<file path="config.mk">
export PLATFORM = sky130hd
export DESIGN_NAME = bounded_deque_engine_unit
export DESIGN_NICKNAME = d
export VERILOG_FILES = /design/src/hw/rtl/bde_pkg.sv /design/src/hw/rtl/bde_ring_mem.sv /design/src/hw/rtl/bde_ctrl.sv /design/src/hw/rtl/bounded_deque_engine_unit.sv
export SDC_FILE = /design/constraint.sdc
export NUM_CORES = 1
export LEC_CHECK = 0
export BUFFER_PORTS_ARGS = -buffer_cell sky130_fd_sc_hd__buf_2
export CORE_MARGIN = 1
export CORE_UTILIZATION = 61
export CTS_CLUSTER_DIAMETER = 100
export DETAILED_ROUTE_END_ITERATION = 8
export GPL_TIMING_DRIVEN = 0
export PLACE_DENSITY_LB_ADDON = 0.12
export SYNTH_ARGS = -nofsm -noshare
export SYNTH_HDL_FRONTEND = slang
export SYNTH_SLANG_ARGS = --single-unit
export TNS_END_PERCENT = 50
</file>
<file path="constraint.sdc">
create_clock -name i_clk -period 7.9 [get_ports i_clk]
set_clock_uncertainty 0.05 [all_clocks]
set_input_delay 1.185 -clock i_clk [delete_from_list [all_inputs] [get_ports i_clk]]
set_output_delay 1.185 -clock i_clk [all_outputs]
set_load 0.005 [all_outputs]
</file>
<file path="src/hw/rtl/bde_pkg.sv">
// bde_pkg: request codes, status codes and shared structs for the deque engine
// no dependencies; imported by every module of the block
`timescale 1ns / 1ps

package bde_pkg;

    typedef enum logic [1:0] {
        REQ_PUSH_FRONT = 2'd0,
        REQ_PUSH_REAR  = 2'd1,
        REQ_POP_FRONT  = 2'd2,
        REQ_POP_REAR   = 2'd3
    } t_req;

    typedef enum logic [1:0] {
        ST_OK       = 2'd0,
        ST_OVERFLOW = 2'd1,
        ST_EMPTY    = 2'd2
    } t_status;

    localparam int          CountW    = 5;
    localparam int          DataW     = 32;
    localparam logic [4:0]  CAP_RESET = 5'd16;

    // memory command issued in the accept cycle
    typedef struct packed {
        logic wr_en;
        logic rd_en;
    } t_mem_cmd;

    // result fields known at accept time, paired with read data in the following cycle
    typedef struct packed {
        logic              use_rd_data;
        t_status           status;
        logic [CountW-1:0] occupancy;
    } t_rsp_info;

endpackage

</file>
<file path="src/hw/rtl/bde_ring_mem.sv">
// bde_ring_mem: single-port ring store with registered read data
// depends on bde_pkg
`timescale 1ns / 1ps

module bde_ring_mem #(
    parameter int DEPTH = 16,
    parameter int PTR_W = 4
) (
    input  logic                  i_clk,
    input  bde_pkg::t_mem_cmd     i_cmd,
    input  logic [PTR_W-1:0]      i_addr,
    input  logic [bde_pkg::DataW-1:0] i_wdata,
    output logic [bde_pkg::DataW-1:0] o_rdata
);
    import bde_pkg::*;

    logic [DataW-1:0] mem [DEPTH];
    logic [DataW-1:0] r_rdata;

    always_ff @(posedge i_clk) begin
        if (i_cmd.wr_en) begin
            mem[i_addr] <= i_wdata;
        end
    end

    always_ff @(posedge i_clk) begin
        if (i_cmd.rd_en) begin
            r_rdata <= mem[i_addr];
        end
    end

    assign o_rdata = r_rdata;

endmodule

</file>
<file path="src/hw/rtl/bde_ctrl.sv">
// bde_ctrl: head/tail pointers, word count and capacity register
// depends on bde_pkg; drives the ring store command and the response info
`timescale 1ns / 1ps

module bde_ctrl #(
    parameter int DEPTH = 16,
    parameter int PTR_W = 4
) (
    input  logic                        i_clk,
    input  logic                        i_rst_n,
    input  logic                        i_cfg_we,
    input  logic [bde_pkg::CountW-1:0]  i_cfg_wdata,
    input  logic                        i_accept,
    input  logic [1:0]                  i_req_type,
    output bde_pkg::t_mem_cmd           o_cmd,
    output logic [PTR_W-1:0]            o_addr,
    output bde_pkg::t_rsp_info          o_info
);
    import bde_pkg::*;

    localparam int                CapMax   = (DEPTH < 31) ? DEPTH : 31;
    localparam logic [CountW-1:0] CAP_SAT  = CountW'(CapMax);
    localparam logic [PTR_W-1:0]  PTR_LAST = PTR_W'(DEPTH - 1);

    logic [PTR_W-1:0]  r_head, n_head;
    logic [PTR_W-1:0]  r_tail, n_tail;
    logic [CountW-1:0] r_count, n_count;
    logic [CountW-1:0] r_cap;
    t_rsp_info         r_info, n_info;

    logic [CountW-1:0] eff_cap;
    logic              full, empty;
    logic [PTR_W-1:0]  head_prev, head_next, tail_prev, tail_next;
    t_mem_cmd          cmd;
    logic [PTR_W-1:0]  addr;

    assign eff_cap   = (r_cap > CAP_SAT) ? CAP_SAT : r_cap;
    assign full      = (r_count >= eff_cap);
    assign empty     = (r_count == '0);
    assign head_prev = (r_head == '0)      ? PTR_LAST : r_head - 1'b1;
    assign head_next = (r_head == PTR_LAST) ? '0      : r_head + 1'b1;
    assign tail_prev = (r_tail == '0)      ? PTR_LAST : r_tail - 1'b1;
    assign tail_next = (r_tail == PTR_LAST) ? '0      : r_tail + 1'b1;

    always_comb begin
        n_head           = r_head;
        n_tail           = r_tail;
        n_count          = r_count;
        cmd              = '0;
        addr             = r_head;
        n_info.use_rd_data = 1'b0;
        n_info.status      = ST_OK;
        unique case (t_req'(i_req_type))
            REQ_PUSH_FRONT: begin
                addr = head_prev;
                if (full) begin
                    n_info.status = ST_OVERFLOW;
                end else begin
                    cmd.wr_en = 1'b1;
                    n_head    = head_prev;
                    n_count   = r_count + 1'b1;
                end
            end
            REQ_PUSH_REAR: begin
                addr = r_tail;
                if (full) begin
                    n_info.status = ST_OVERFLOW;
                end else begin
                    cmd.wr_en = 1'b1;
                    n_tail    = tail_next;
                    n_count   = r_count + 1'b1;
                end
            end
            REQ_POP_FRONT: begin
                addr = r_head;
                if (empty) begin
                    n_info.status = ST_EMPTY;
                end else begin
                    cmd.rd_en          = 1'b1;
                    n_info.use_rd_data = 1'b1;
                    n_head             = head_next;
                    n_count            = r_count - 1'b1;
                end
            end
            REQ_POP_REAR: begin
                addr = tail_prev;
                if (empty) begin
                    n_info.status = ST_EMPTY;
                end else begin
                    cmd.rd_en          = 1'b1;
                    n_info.use_rd_data = 1'b1;
                    n_tail             = tail_prev;
                    n_count            = r_count - 1'b1;
                end
            end
            default: begin
                n_info.status = ST_OK;
            end
        endcase
        n_info.occupancy = n_count;
    end

    always_ff @(posedge i_clk) begin
        if (!i_rst_n) begin
            r_head  <= '0;
            r_tail  <= '0;
            r_count <= '0;
            r_cap   <= CAP_RESET;
        end else begin
            if (i_cfg_we) begin
                r_cap <= i_cfg_wdata;
            end
            if (i_accept) begin
                r_head  <= n_head;
                r_tail  <= n_tail;
                r_count <= n_count;
            end
        end
    end

    always_ff @(posedge i_clk) begin
        if (i_accept) begin
            r_info <= n_info;
        end
    end

    assign o_cmd.wr_en = cmd.wr_en & i_accept;
    assign o_cmd.rd_en = cmd.rd_en & i_accept;
    assign o_addr      = addr;
    assign o_info      = r_info;

endmodule

</file>
<file path="src/hw/rtl/bounded_deque_engine_unit.sv">
// bounded_deque_engine_unit: top level of the bounded deque engine
// depends on bde_pkg, bde_ctrl and bde_ring_mem
`timescale 1ns / 1ps

// usage
//   request channel: i_req_valid / o_req_ready carry i_req_type and
//   i_push_value; a transfer happens when both are high at a clock edge
//   response channel: o_rsp_valid / i_rsp_ready carry o_pop_value,
//   o_status, o_occupancy and o_empty_flag, one response per request
//   capacity: i_cfg_we writes i_cfg_wdata into the capacity register at once;
//   write it only while no request is in flight
//   path: a transferred request's response passes through the ring store's
//   registered read port and then the output register
//   overlap: no new request is taken while one is in flight; the single read
//   port of the ring store is busy for the cycle after a transfer and the next
//   request waits for the response to land in the output register
//   reset: synchronous, active low; pointers and count go to zero, capacity
//   to 16, no response pending; ring store contents are not cleared
//   stall: while i_rsp_ready is low the response is held and o_req_ready
//   stays low, so nothing is lost or repeated
module bounded_deque_engine_unit #(
    parameter int DEPTH = 16
) (
    input  logic                        i_clk,
    input  logic                        i_rst_n,
    input  logic                        i_cfg_we,
    input  logic [bde_pkg::CountW-1:0]  i_cfg_wdata,
    input  logic                        i_req_valid,
    output logic                        o_req_ready,
    input  logic [1:0]                  i_req_type,
    input  logic signed [31:0]          i_push_value,
    output logic                        o_rsp_valid,
    input  logic                        i_rsp_ready,
    output logic signed [31:0]          o_pop_value,
    output logic [1:0]                  o_status,
    output logic [bde_pkg::CountW-1:0]  o_occupancy,
    output logic                        o_empty_flag
);
    import bde_pkg::*;

    localparam int PtrW = $clog2(DEPTH);

    logic              accept;
    t_mem_cmd          mem_cmd;
    logic [PtrW-1:0]   mem_addr;
    logic [DataW-1:0]  mem_rdata;
    t_rsp_info         info;

    // response pipeline: pending flag marks read data arriving this cycle
    logic              r_pend;
    logic              r_out_valid;
    logic [DataW-1:0]  r_pop_value, n_pop_value;
    t_status           r_status;
    logic [CountW-1:0] r_occupancy;

    // accept only when the read port is free and the output slot frees up
    assign o_req_ready = !r_pend && (!r_out_valid || i_rsp_ready);
    assign accept      = i_req_valid && o_req_ready;

    bde_ctrl #(
        .DEPTH (DEPTH),
        .PTR_W (PtrW)
    ) u_ctrl (
        .i_clk       (i_clk),
        .i_rst_n     (i_rst_n),
        .i_cfg_we    (i_cfg_we),
        .i_cfg_wdata (i_cfg_wdata),
        .i_accept    (accept),
        .i_req_type  (i_req_type),
        .o_cmd       (mem_cmd),
        .o_addr      (mem_addr),
        .o_info      (info)
    );

    bde_ring_mem #(
        .DEPTH (DEPTH),
        .PTR_W (PtrW)
    ) u_mem (
        .i_clk   (i_clk),
        .i_cmd   (mem_cmd),
        .i_addr  (mem_addr),
        .i_wdata (i_push_value),
        .o_rdata (mem_rdata)
    );

    // popped word, all ones on an empty pop, zero for any push
    always_comb begin
        if (info.use_rd_data) begin
            n_pop_value = mem_rdata;
        end else if (info.status == ST_EMPTY) begin
            n_pop_value = '1;
        end else begin
            n_pop_value = '0;
        end
    end

    always_ff @(posedge i_clk) begin
        if (!i_rst_n) begin
            r_pend      <= 1'b0;
            r_out_valid <= 1'b0;
        end else begin
            r_pend <= accept;
            if (r_pend) begin
                r_out_valid <= 1'b1;
            end else if (i_rsp_ready) begin
                r_out_valid <= 1'b0;
            end
        end
    end

    always_ff @(posedge i_clk) begin
        if (r_pend) begin
            r_pop_value <= n_pop_value;
            r_status    <= info.status;
            r_occupancy <= info.occupancy;
        end
    end

    assign o_rsp_valid  = r_out_valid;
    assign o_pop_value  = r_pop_value;
    assign o_status     = r_status;
    assign o_occupancy  = r_occupancy;
    assign o_empty_flag = (r_occupancy == '0);

endmodule

</file>
; Word-level counts from Yosys, hierarchy flattened
; Memory sizes are Yosys's and may differ from the RTL's. A register that Yosys moved wholly into a read port is not among the register bits.
; Index checks and enable logic that the tools add are counted.
[word_totals]
in_bits = 44
ramBits = 512
romBits = 0
out_inout_bits = 42
n_memories = 1
elab_cells = 78
regBits = 67
latchBits = 0
[classes]
n_mul = 0
n_reduce_logical = 17
n_div = 0
mux = 28
bitwise = 2
n_addsub = 6
n_lt_le_gt_ge = 2
n_eq_ne = 10
shifts = 0
[mem_list]
columns = name, depth, width, rd, rd_ports_with_merged_regs, write_ports, line_no
row1 = u_mem.mem, 16, 32, 1, 1, 1, bde_ring_mem.sv:17  ; logic [DataW-1:0] mem [DEPTH];
[op_table]
columns = operator, n
row1 = 32-bit two-way mux, 2
row2 = 4-bit two-way mux, 8
row3 = 4-bit one-hot mux with 2 select lines, 2
row4 = 4-bit one-hot mux with 4 select lines, 1
row5 = 5-bit two-way mux, 3
row6 = 5-bit zero test, 2
row7 = 5-bit one-hot mux with 2 select lines, 1
row8 = 1-bit two-way mux, 9
row9 = "4-bit by 1-bit adder with 4-bit output, second input constant", 2
row10 = "4-bit equality test, second input constant", 2
row11 = 4-bit zero test, 2
row12 = "2-bit != test, second input constant", 4
row13 = 4-bit AND reduction, 2
row14 = "4-bit by 1-bit subtractor with 4-bit output, second input constant", 2
row15 = "2-bit equality test, second input constant", 3
row16 = 2-bit nonzero test, 3
row17 = "5-bit by 1-bit adder with 5-bit output, second input constant", 1
row18 = 5-bit greater-or-equal comparator, 1
row19 = "5-bit greater-than comparator, second input constant", 1
row20 = "5-bit by 1-bit subtractor with 5-bit output, second input constant", 1
row21 = 2-bit one-hot mux with 2 select lines, 1
row22 = 2-bit OR reduction, 2
row23 = 1-bit bitwise AND, 2
row24 = "2-bit by 1-bit equality test with 1-bit output, second input constant", 1
row25 = 5 further kinds, 7

; Longest topological paths before layout
; Gate-level depths: netlist (run 1).
[logic_depth]
ltp_word = 8
mapped_depth = 11

; Hierarchy
; Synthesis (run 1) repeated with hierarchy kept, for this count alone.
[hier_totals]
cells_unflattened = 1145
hier_area_um2 = 23696.5
[by_module_without_submodules]
columns = mod, n_inst, cells_each, area_each_um2
row1 = bde_ring_mem, 1, 840, 20183.1
row2 = bde_ctrl, 1, 217, 1940.6
row3 = bounded_deque_engine_unit, 1, 88, 1572.8

; Worst setup path after synthesis (run 1)
; No wires, ideal clock.
[synth_path]
path_type = input-to-reg
from = input i_req_type[0]
to = memory u_mem.mem[15][0] (enable)
arrival_ps = 6008
path_buffers = 4
setup_slack_ps = 1328
t_required_ps = 7337
cell_stages = 8
setup_time_ps = 513
path_cell_list = clkbuf_1 nand2b_1 o211ai_1 o21ai_1 clkbuf_1 buf_2 clkbuf_1 nor4b_1
[synth_via]
elab_chain_len = 6
elab_cells_between_ends = 10
classes_between = eq/ne (3) / mux (4) / bitwise (1) / reduce/logical (2)
[synth_lines]
columns = item, line_no
row1 = start: declaration, bounded_deque_engine_unit.sv:30  ; input logic [1:0] i_req_type,
row2 = 2-bit by 1-bit equality test with 1-bit output / 2-bit zero test (equally long branches), bde_ctrl.sv:53  ; unique case (t_req'(i_req_type))
row3 = 2-bit OR reduction (no line), -
row4 = 1-bit two-way mux, -
row5 = 1-bit bitwise AND, bde_ctrl.sv:127  ; assign o_cmd.wr_en = cmd.wr_en & i_accept;
row6 = 1-bit two-way mux, bde_ring_mem.sv:21  ; if (i_cmd.wr_en) begin
row7 = 1-bit two-way mux (implied by the code), bde_ring_mem.sv:22  ; mem[i_addr] <= i_wdata;
row8 = end: declaration, bde_ring_mem.sv:17
; Several ways; a longest one is shown, not always the timed one.

; Final worst setup path (run 1)
[layout_path]
from = register u_ctrl.r_tail[0]
to = memory u_mem.mem[6][8] (enable)
[layout_via]
elab_chain_len = 3
elab_cells_between_ends = 4
classes_between = add/sub (1) / mux (2) / reduce/logical (1)
[layout_lines]
columns = item, line_no
row1 = start: declaration, bde_ctrl.sv:26  ; logic [PTR_W-1:0] r_tail, n_tail;
row2 = start signal: assignment, bde_ctrl.sv:115  ; r_tail <= n_tail;
row3 = 4-bit by 1-bit subtractor with 4-bit output / 4-bit zero test (equally long branches), bde_ctrl.sv:42  ; assign tail_prev = (r_tail == '0) ? PTR_LAST : r_tail - 1'b1;
row4 = 4-bit two-way mux, bde_ctrl.sv:42
row5 = 4-bit one-hot mux with 4 select lines *, bde_ctrl.sv:53
; Mark *: on every way between the ends. The rest lies on a longest branch, timed or not.

==> results.md, run 1 <==
- Post-synthesis net count: 1196
- Ports: 86
- Hpwl dp: 34500 um
- Layout cells sized above 1: 29.5%
- Critical-path top delay cell: nor3_2
- Clock sinks: 611
- Switching Share: 22.9%
- Die Span Y: between 150 and 200 um
- Clock Power Share: a little under two fifths
- # port buffers: 82
- Post-placement cell count: roughly 1800
- Final Setup Violations: 0
- CTS buffer count: 59
- Post-CTS Hold Fix Bufs: 0
- Post-Syn Area: ~24000 sq um
- Post-CTS sizing: 0
- Launch point of the worst hold path: u_ctrl.o_info[1]
- Clock slew at reported path FFs: 0.06 ns
- Fin crit share: between 60% and 70%
- DR vias/cell: around 6.3
- Hold WC Path Type: reg -> reg
- Status: complete, no violations
- GR Overflow Total: 0
- Aggregate global-route resource usage: 27.6%
- TritonRoute pass-1 iters: 5
- CP Cell Sequence: clkbuf_1 > inv_1 > ha_1 > nand2_1 > o21ai_0 > o21ai_1 > clkbuf_1 > buf_2 > clkbuf_1 > nand2_1 > nor3_2 > buf_6 > buf_6
- Sw Pwr: 1610 uW
- Max H-tree Level: 2
- First-pass GRT wire length: between 70000 and 80000 um
- Post-synth top area share: 75.4%
- Cells after Synth: 1141
- CTS tree: built
- Rows: 71
- DRT antenna net count: 0
- Avg WL per Cell: 27.0 um
- CP endpoint kind: flip-flop
- Core area: roughly 38000 sq um
- Worst skew pair latency: a little over 0.6 ns
- Pins Over Slew Limit: 0
- PD cells: approximately 260 nW/um^2
- Comb power frac: 10.3%
- Most used cell, CP: clkbuf_1
- Fill count: 2295
- Final hold violations: 0
- Int Power: 5440 uW
- Worst slew pin tran: between 1 and 1.5 ns
- Die X: 198 um
- Synth-to-layout area growth: 15.6%
- Multi-input gate area: 5070 sq um
- Post CTS Setup Buffer Count: 0
- Vias in the first global route: 12158
- R2R depth: 13
- Synth area leader: edfxtp_1
- Library cells used by synthesis: 51
- Largest net degree at the start of global routing: 28
- Ranking of synthesized cells by area: edfxtp_1 (75%), mux4_2 (12%), a22oi_1 (2.0%)
- Non-Filler Instances: 1925
- CP Launch Type: flip-flop
- Crit path kind: reg -> reg
- Reg area: 18100 sq um
- Worst Path Max Fanout: 10
- Iteration-0 DRC Markers: 1143
- Starting density of the core: 62.2%
- Number of synthesized register bits: 611
- WHS Path Cells: 0
- # DRC: 0
- Post-synth EDFFs: between 500 and 600
- Worst Path Required: 8.17 ns
- # Max-Cap Violations: 0
- Dominant synthesized flop cell: edfxtp_1
- Part of the power in registers: 52.0%
- Slew HR: around a quarter
- Synthesized area per cell: 20.6 sq um
- Reg2reg setup slack: 2.86 ns
- Longest Clk Path Bufs: 3
- Drt total wl: 52000 um
- Worst R2R Start: u_ctrl.r_tail[0]
- Fmax: 0.198 GHz
- Root Buffer: clkbuf_16
- RSZ-0062 raised after global routing: false
- Crit Reg-Reg Endpoint: u_mem.mem[6][8]
- Crit path largest cell delay: 0.84 ns
- Die area: 39400 sq um
- Placer Congestion: 0.812
- Total chip power: 7060 uW
- Data arrival, critical path: 5.31 ns
- Leak: between 0.009 and 0.01 uW
- Seq/Total Area, Yosys: 77.1%
- Nets: 1421
- FFs w/ async S/R, synth: 0%
- Tmin final: about 5.0 ns
- Worst Hold End: o_occupancy[1]
- Ys Warns: 0
- Antenna violations before repair: 4
- Peak supply drop: 0.209 mV
- Via count: 12180
[Yosys cell counts, types with 2 or more instances]
master and count:
or4b_1 2, nor4_1 9, nor3_1 5, nor4b_1 4, o221a_2 2, ha_1 11, edfxtp_1 591, inv_2 2
mux2i_1 11, o2111ai_1 2, nand3_1 13, dfxtp_1 20, o21ai_0 13, nand2_1 55, buf_6 9, nor2_1 19
and2_1 7, or3b_1 2, a31oi_1 2, mux4_2 128, buf_2 6, o21a_1 2, nor2b_1 3, buf_4 5
clkbuf_1 42, and3_1 2, a311oi_1 4, a21oi_1 18, a22oi_1 64, nand4_1 3, nand2b_1 5, buf_1 4
o211ai_1 5, inv_1 14, xnor2_1 7, a21o_1 34, a211oi_1 2
[metal layers]
layer / up-vias / GRT usage [%] / share of wire (%)
li1: 5194 / - / -
met5: - / 0 / 0.058
met3: 103 / 4.92 / 7.4
met4: 6 / 9.50 / 2.8
met2: 540 / 43.3 / 48
met1: 6337 / 39.9 / 41
[power by group through the flow]
stage | Combinational [uW] | Sequential, uW | Clock [uW]
floorplan | 456 | 3740 | 0
global placement | 682 | 3750 | 0
finish | 727 | 3670 | 2660
CTS | 729 | 3670 | 2700
global route | 782 | 3680 | 2820
detailed placement | 724 | 3740 | 0
[cell type report]
| class | instances | area share (%) |
|---|---|---|
| flip-flops and latches | 611 | 66.7 |
| multi-input cells | 447 | 18.6 |
| clock buffers | 76 | 5.81 |
| repair buffers | 164 | 4.11 |
| well taps | 511 | 2.35 |
| plain buffers | 66 | 1.26 |
| clock inverters | 32 | 0.888 |
| inverters | 17 | 0.235 |
| diodes | 1 | 0.00920 |
[cells by family (layout without fill, tap and decap cells)]
kind of cell,after synthesis,count (layout),share of synthesized area (%)
multiplexers,140,140,12.8
other,0,1,0
AO/OA/AOI/OAI,157,157,4.78
AND/OR/NAND/NOR,132,132,2.73
XOR/XNOR,7,7,0.261
adder cells (fa/ha/maj),11,11,0.585
flip-flops,611,611,77.1
buffers and inverters,83,355,1.72
[registers in the layout, summed over array words and instances, names as in the netlist]
| register | cells |
|---|---|
| u_mem.mem | 512 |
| o_pop_value | 32 |
| u_mem.o_rdata | 32 |
| u_ctrl.o_info | 8 |
| o_occupancy | 5 |
| u_ctrl.r_cap | 5 |
| u_ctrl.r_count | 5 |
| u_ctrl.r_head | 4 |
| u_ctrl.r_tail | 4 |
| o_status | 2 |
| o_rsp_valid | 1 |
| r_pend | 1 |
[placed cells by master, fill, tap and decap left out, types with 5 or more instances in the layout]
cell type | netlist | final
mux2i_1 | 11 | 11
a21oi_1 | 18 | 18
o21ai_0 | 13 | 13
dfxtp_1 | 20 | 19
edfxtp_1 | 591 | 591
xnor2_1 | 7 | 7
buf_6 | 9 | 23
buf_2 | 6 | 88
clkinv_2 | 0 | 10
a21o_1 | 34 | 34
ha_1 | 11 | 11
nor4_2 | 0 | 8
clkinv_1 | 1 | 15
mux4_2 | 128 | 128
nand2_1 | 55 | 55
and2_1 | 7 | 6
a22oi_1 | 64 | 64
buf_4 | 5 | 69
nor2_1 | 19 | 19
o211ai_1 | 5 | 5
nand2b_1 | 5 | 5
clkbuf_16 | 0 | 60
nand3_1 | 13 | 13
inv_1 | 14 | 14
clkbuf_1 | 42 | 56
[stage by stage]
step                hold WS (ns)  setup WS (ns)  TNS [ns]  util [%]  instance area (sq um)
floorplan                  0.350           1.33         0         -                  23500
global placement           0.357          -3.47  -1166.01      64.9                  24600
detailed placement         0.355           2.41         0      67.1                  25400
finish                     0.371           2.86         0      71.9                  27200
global route               0.376           2.67         0      71.9                  27200
CTS                        0.373           2.91         0      71.9                  27200
[worst max-delay path, delay by kind of cell (launching register included)]
family | cells | cell delay (ns)
AOI/OAI and AO/OA | 2 | 0.62
adders and majority gates | 1 | 0.34
buffers and inverters | 7 | 2.18
DFF | 1 | 0.33
and+or+nand+nor | 3 | 1.22
[worst max-delay path by stage]
stage                     startpoint          endpoint  slack [ns]  depth (start not counted)
floorplan              i_req_type[0]  u_mem.mem[15][0]        1.33                          8
global placement       i_req_type[1]  u_mem.mem[15][8]       -3.47                          7
detailed placement     i_req_type[1]   u_mem.mem[6][9]        2.41                         10
CTS                 u_ctrl.r_tail[0]   u_mem.mem[6][2]        2.91                         13
global route        u_ctrl.r_tail[0]   u_mem.mem[6][8]        2.67                         13
finish              u_ctrl.r_tail[0]   u_mem.mem[6][8]        2.86                         13
Note: power is estimated with default switching activity, not from simulation.
==> inputs of run 2 (changes only) <==
CORE_UTILIZATION = 55   (was 61)
clock period = 4.12 ns   (was 7.9 ns; I/O delays follow)
==> results.md, run 2 (synthesis results as in run 1) <==
- Status: complete, no violations
- Most frequent cells in the layout: edfxtp_1 (591), mux4_2 (128), buf_2 (88), a22oi_1 (64), clkbuf_16 (59)
- Clock slew at reported path FFs: 0.06 ns (about the same)
- Avg WL per Cell: 26.7 um (-1.1%)
- Largest net degree at the start of global routing: 29 (+3.6%)
- Max H-tree Level: 2 (unchanged)
- DR vias/cell: 6.20 (-2.0%)
- Root Buffer: clkbuf_16
- Nets: 1401 (-1.4%)
- Layout cells sized above 1: 29.4% (-0.087 points)
- Tmin final: 3.88 ns (-1.16 ns)
- Leak: 0.00929 uW (+1.3%)
- PD cells: 500 nW/um^2 (+93%)
- Fin crit share: 94.1% (+30 points)
- Post-place setup slack: -1.28 ns (-3.69 ns)
- Vias in the first global route: 11938 (-1.8%)
- Clock sinks: 611 (unchanged)
- Synth-to-layout area growth: 17.5%
- Slew HR: 29.8% (+5.6 points)
- Part of the power in registers: 50.9% (-1.1 points)
- Via count: 11958 (-1.8%)
- Core area: 42000 sq um (+11%)
- Post-placement cell count: 1809 (-0.39%)
- Commonest non-fill, non-tap cell in the layout: edfxtp_1
- # Max-Cap Violations: 0 (unchanged)
- Fmax: 0.258 GHz (+30%)
- CP Launch Type: flip-flop
- Fill count: 2816 (+23%)
- Final Setup Violations: 0 (unchanged)
- Data arrival, critical path: 4.13 ns (-1.18 ns)
- DRT antenna net count: 0 (unchanged)
- Hpwl dp: 33600 um (-2.7%)
- Die Span Y: 209 um (+5.3%)
- First-pass GRT wire length: 77100 um (+0.11%)
- Switching Share: 22.8% (-0.11 points)
- Sw Pwr: 3150 uW (+95%)
- Final hold violations: 0 (unchanged)
- Starting density of the core: 56.0% (-6.2 points)
- Setup WS post-layout: 0.243 ns (-2.62 ns)
- Reg area: 18100 sq um (unchanged)
- Worst Path Required: 4.37 ns (-3.80 ns)
- Worst skew pair latency: 0.62 ns (about the same)
- Die X: 209 um (+5.3%)
- Pins Over Slew Limit: 0 (unchanged)
- Die area: 43600 sq um (+11%)
- WHS Path Cells: 3 (+3)
- Setup TNS: 0 ns (unchanged)
- Iteration-0 DRC Markers: 1121 (-1.9%)
- Antenna diodes: 0 (-1)
- Antenna violations before repair: 1 (-3)
- Non-Filler Instances: 1929 (+0.21%)
- Largest Register: u_mem.mem
- Worst Path Max Fanout: 14 (+4)
- Rows: 75 (+5.6%)
- GR Overflow Total: 0 (unchanged)
- TritonRoute pass-1 iters: 5 (unchanged)
- Total chip power: 13800 uW (+96%)
- Worst slew pin tran: 1.05 ns (-0.0764 ns)
- Post-CTS Hold Fix Bufs: 0 (unchanged)
- Hold WC Path Type: in -> reg
- Drt total wl: 51600 um (-0.88%)
- Comb power frac: 10.3% (about the same)
- CTS buffer count: 58 (-1.7%)
- Int Power: 10700 uW (+96%)
- Clock Power Share: 38.8% (+1.1 points)
- Multi-input gate area: 5200 sq um (+2.6%)
- CTS tree: built
- R2R depth: 14 (+1)
- Max FFs per register: 512 (unchanged)
- RSZ-0062 raised after global routing: false
- Ports: 86 (unchanged)
- Crit path kind: reg -> reg
- Longest Clk Path Bufs: 3 (unchanged)
- # port buffers: 82 (unchanged)
- # DRC: 0 (unchanged)
- Placer Congestion: 0.818 (+0.71%)
- Aggregate global-route resource usage: 24.5% (-3.2 points)
- Peak supply drop: 0.384 mV (+84%)
- CP endpoint kind: flip-flop
run 2: changes by cell type in the layout (fill, tap and decap cells not counted), sizes merged:
cell and change:
clkinvlp +1, clkinv -1, buf -19, inv +1, clkbuf -10, bufinv +5, diode -1
run 2: final cells by class:
cell class	instances	share of cell area, %
clock buffers	66	5.43
flip-flops and latches	611	65.6
clock inverters	38	1.50
inverters	17	0.231
multi-input cells	447	18.8
repair buffers	145	4.68
plain buffers	66	1.27
well taps	539	2.44
run 2: power groups by stage:
stage	sequential, uW	combinational (uW)	clock, uW
after floorplan	7170	890	0
after detailed placement	7170	1430	0
after global routing	7050	1530	5690
final	7040	1420	5370
after CTS	7040	1440	5460
after global placement	7180	1330	0
run 2: final timing paths:
kind                            slack [ns]             start           endpoint
worst min register to register        0.37  u_ctrl.o_info[3]     o_occupancy[3]
worst max register to register        0.24  u_ctrl.r_tail[0]  u_mem.mem[10][24]
worst min-delay path                  0.17    i_cfg_wdata[4]    u_ctrl.r_cap[4]
worst max-delay path                  0.24  u_ctrl.r_tail[0]  u_mem.mem[10][24]
run 2: what timing repair did:
item                       CTS  global route
setup endpoints to repair  473           182
setup buffers               10             6
hold endpoints to repair     0             0
pin swaps                    3             3
resized for setup            6             2
run 2: through the flow:
| step | hold slack, ns | instance area [sq um] | utilization (%) |
|---|---|---|---|
| after floorplan | 0.350 | 23600 | - |
| after global placement | 0.352 | 24700 | 58.8 |
| after detailed placement | 0.355 | 25500 | 60.8 |
| after CTS | 0.138 | 27600 | 65.7 |
| after global routing | 0.164 | 27700 | 65.8 |
| final | 0.172 | 27700 | 65.8 |
run 2: critical path: stages, from the launching register on:
cell and delay, ns:
dfxtp_1 0.33, clkbuf_1 0.31, inv_1 0.11, ha_1 0.34
nand2_1 0.07, o21ai_0 0.10, o21ai_2 0.15, buf_4 0.17
clkbuf_2 0.27, clkbuf_4 0.33, clkbuf_4 0.36, nand2_1 0.30
nor3_4 0.29, buf_4 0.16, buf_8 0.18
run 2: per-layer routing:
metal  up-vias  part of all wire (%)  track usage, %
li1       5160                     -               -
met1      6335                    43            35.6
met2       382                    49            39.1
met3        79                   5.8            3.65
met4         2                   2.2            7.10
met5         -                 0.025               0
==> inputs of run 3 (changes only) <==
ABC_AREA = 1   (was not set)
CORE_UTILIZATION = 56   (was 55)
==> results.md, run 3 <==
- Status: complete, no violations
- Post-synth EDFFs: 591 (unchanged)
- Die area: 47400 sq um (+8.7%)
- Die Span Y: 218 um (+4.3%)
- Non-Filler Instances: 3332 (+73%)
- Clock sinks: 611 (unchanged)
- Reg area: 18100 sq um (unchanged)
- Multi-input gate area: 6970 sq um (+34%)
- Hpwl dp: 45400 um (+35%)
- Finished Cell Area: 29800 sq um (+7.9%)
- Post-placement cell count: 3212 (+78%)
- Layout cells sized above 1: 12.9% (-17 points)
- Rows: 78 (+4.0%)
- Launch point of the worst hold path: i_cfg_wdata[4]
- Most common library cells after synthesis: nand2_1 (1241), edfxtp_1 (591), nand3_1 (280)
- Peak supply drop: 0.422 mV (+10%)
- Die X: 218 um (+4.3%)
- Leak: 0.0125 uW (+35%)
- CTS buffer count: 59 (+1.7%)
- Drt total wl: 68500 um (+33%)
- Starting density of the core: 57.1% (+1.1 points)
- Synth area leader: edfxtp_1
- DR vias/cell: 5.57 (-10%)
- FFs w/ async S/R, synth: 0% (unchanged)
- Worst skew pair latency: 0.62 ns (about the same)
- Post-synth top area share: 68.1% (-7.3 points)
- Longest Clk Path Bufs: 3 (unchanged)
- Critical-path top delay cell: nor2_4
- Library cells used by synthesis: 31 (-39%)
- Worst Path Max Fanout: 20 (+6)
- Fmax: 0.255 GHz (-1.1%)
- Largest net degree at the start of global routing: 28 (-3.4%)
- RSZ-0062 raised after global routing: false
- Max FFs per register: 512 (unchanged)
- Max H-tree Level: 2 (unchanged)
- # port buffers: 83 (+1.2%)
- Avg WL per Cell: 20.6 um (-23%)
- Root Buffer: clkbuf_16
- Pins Over Slew Limit: 0 (unchanged)
- Fin crit share: 95.1% (+1.0 points)
- Setup WS post-layout: 0.202 ns (-0.0418 ns)
- Number of synthesized register bits: 611 (unchanged)
- CP startpoint: u_ctrl.r_cap[0]
- Worst Path Required: 4.39 ns (+0.02 ns)
- Final hold violations: 0 (unchanged)
- Ys Warns: 0 (unchanged)
- Post-place setup slack: -0.0810 ns (+1.20 ns)
- Dpl cell area: 27800 sq um (+8.9%)
- Fill count: 3471 (+23%)
- Slew HR: 35.7% (+5.8 points)
- Aggregate global-route resource usage: 29.6% (+5.1 points)
- Iteration-0 DRC Markers: 2290 (+100%)
- Commonest non-fill, non-tap cell in the layout: nand2_1
- Hold WC Path Type: in -> reg
- DRT antenna net count: 0 (unchanged)
- Placer Congestion: 0.886 (+8.3%)
- Total chip power: 14300 uW (+3.3%)
- Seq/Total Area, Yosys: 69.6% (-7.5 points)
- CP endpoint kind: flip-flop
- Clock slew at reported path FFs: 0.06 ns (about the same)
- Tmin final: 3.92 ns (+0.0418 ns)
- GR Overflow Total: 0 (unchanged)
- # DRC: 0 (unchanged)
- Via count: 18570 (+55%)
- Largest Register: u_mem.mem
- Dominant synthesized flop cell: edfxtp_1
- Crit path largest cell delay: 0.65 ns (+0.29 ns)
- Synth-to-layout area growth: 14.5%
- Ports: 86 (unchanged)
- Vias in the first global route: 17870 (+50%)
- Core area: 45700 sq um (+8.6%)
- Most frequent cells in the layout: nand2_1 (1241), edfxtp_1 (591), nand3_1 (280), buf_2 (173), clkbuf_16 (59)
- Post-CTS Hold Fix Bufs: 0 (unchanged)
- CTS tree: built
- CP Cell Sequence: o41ai_1 > nand2_1 > ha_1 > nand2_1 > nor2_1 > o21ai_0 > o211ai_1 > nor3_2 > nand3_1 > nor2_4 > buf_16
- Hold slack: 0.169 ns (-0.00370 ns)
- Ranking of synthesized cells by area: edfxtp_1 (68%), nand2_1 (18%), nand3_1 (5.4%)
- Post-synthesis net count: 2566 (+110%)
- PD cells: 479 nW/um^2 (-4.3%)
- Most used cell, CP: nand2_1
- Crit path kind: reg -> reg
- Antenna diodes: 0 (unchanged)
- Antenna violations before repair: 0 (-1)
- CP Launch Type: flip-flop
- First-pass GRT wire length: 104000 um (+35%)
- Worst slew pin tran: 0.965 ns (-0.0853 ns)
- Nets: 2737 (+95%)
- Cells after Synth: 2511 (+120%)
- TritonRoute pass-1 iters: 8 (+3)
- Count leader, synth: nand2_1
- Final Setup Violations: 0 (unchanged)
- Post-Syn Area: 26100 sq um (+11%)
- Synthesized area per cell: 10.4 sq um (-50%)
- # Max-Cap Violations: 0 (unchanged)
- Data arrival, critical path: 4.19 ns (+0.06 ns)
- Worst R2R Start: u_ctrl.r_cap[0]
==> run 3: cell count changes in the layout (fill, tap and decap cells not counted), moves of 17 or more <==
cell	delta
nand3_1	+267
mux4_2	-128
buf_2	+85
clkinv_1	+23
inv_1	+33
nand2_1	+1186
nor2_4	+17
nor2_1	+21
buf_6	-32
a21o_1	-34
a22oi_1	-64
inv_2	+30
==> run 3: per-stage QoR <==
stage	util (%)	setup TNS [ns]
floorplan	-	0
global placement	59.6	-992.21
detailed placement	60.9	-2.58
CTS	65.1	0
global route	65.3	0
finish	65.3	0
==> run 3: area by class of cell <==
cell class / instances / area share [%]
Sequential cell: 611 / 60.8
Inverter: 106 / 1.33
Clock buffer: 84 / 5.36
Clock inverter: 27 / 0.876
Buffer: 137 / 2.26
Multi-Input combinational cell: 1657 / 23.4
Timing Repair Buffer: 110 / 3.47
Tap cell: 600 / 2.52
==> run 3: logic make-up (layout without fill, tap and decap cells) <==
group | count (synthesis) | in the layout | share of synthesized area, %
AND/OR/NAND/NOR | 1594 | 1594 | 24.5
flip-flops | 611 | 611 | 69.6
buffers and inverters | 243 | 464 | 4.12
AO/OA/AOI/OAI | 44 | 44 | 0.965
adder cells (fa/ha/maj) | 11 | 11 | 0.528
XOR/XNOR | 8 | 8 | 0.269
==> run 3: metal layers <==
layer | track usage, % | up-vias | part of all wire [%]
met5 | 0 | - | 0
met3 | 4.45 | 161 | 8.8
met1 | 40.3 | 8865 | 40
met2 | 48.2 | 867 | 47
met4 | 11.5 | 0 | 3.5
li1 | - | 8677 | -
==> run 3: timing repair <==
item,in CTS,in global routing
setup endpoints to repair,75,64
resized for setup,1,0
pin swaps,4,4
buffers inserted,4,5
==> run 3: final timing paths <==
check | end | slack, ns | cells past startpoint
max reg2reg | u_mem.mem[6][23] | 0.20 | 11
max | u_mem.mem[6][23] | 0.20 | 11
min reg2reg | o_occupancy[3] | 0.37 | 0
min | u_ctrl.r_cap[4] | 0.17 | 3
==> run 3: critical path, delay by kind of cell (launching register included) <==
family	cells	cell delay (ns)
adders and majority gates	1	0.29
DFF	1	0.32
AOI/OAI and AO/OA	3	0.84
buffers and inverters	1	0.25
and+or+nand+nor	6	1.86
==> run 3: power by group <==
group / total, uW / internal, uW / switching (uW)
Combinational: 1960 / 538 / 1420
Sequential: 7050 / 7000 / 49.5
Clock: 5280 / 3010 / 2270
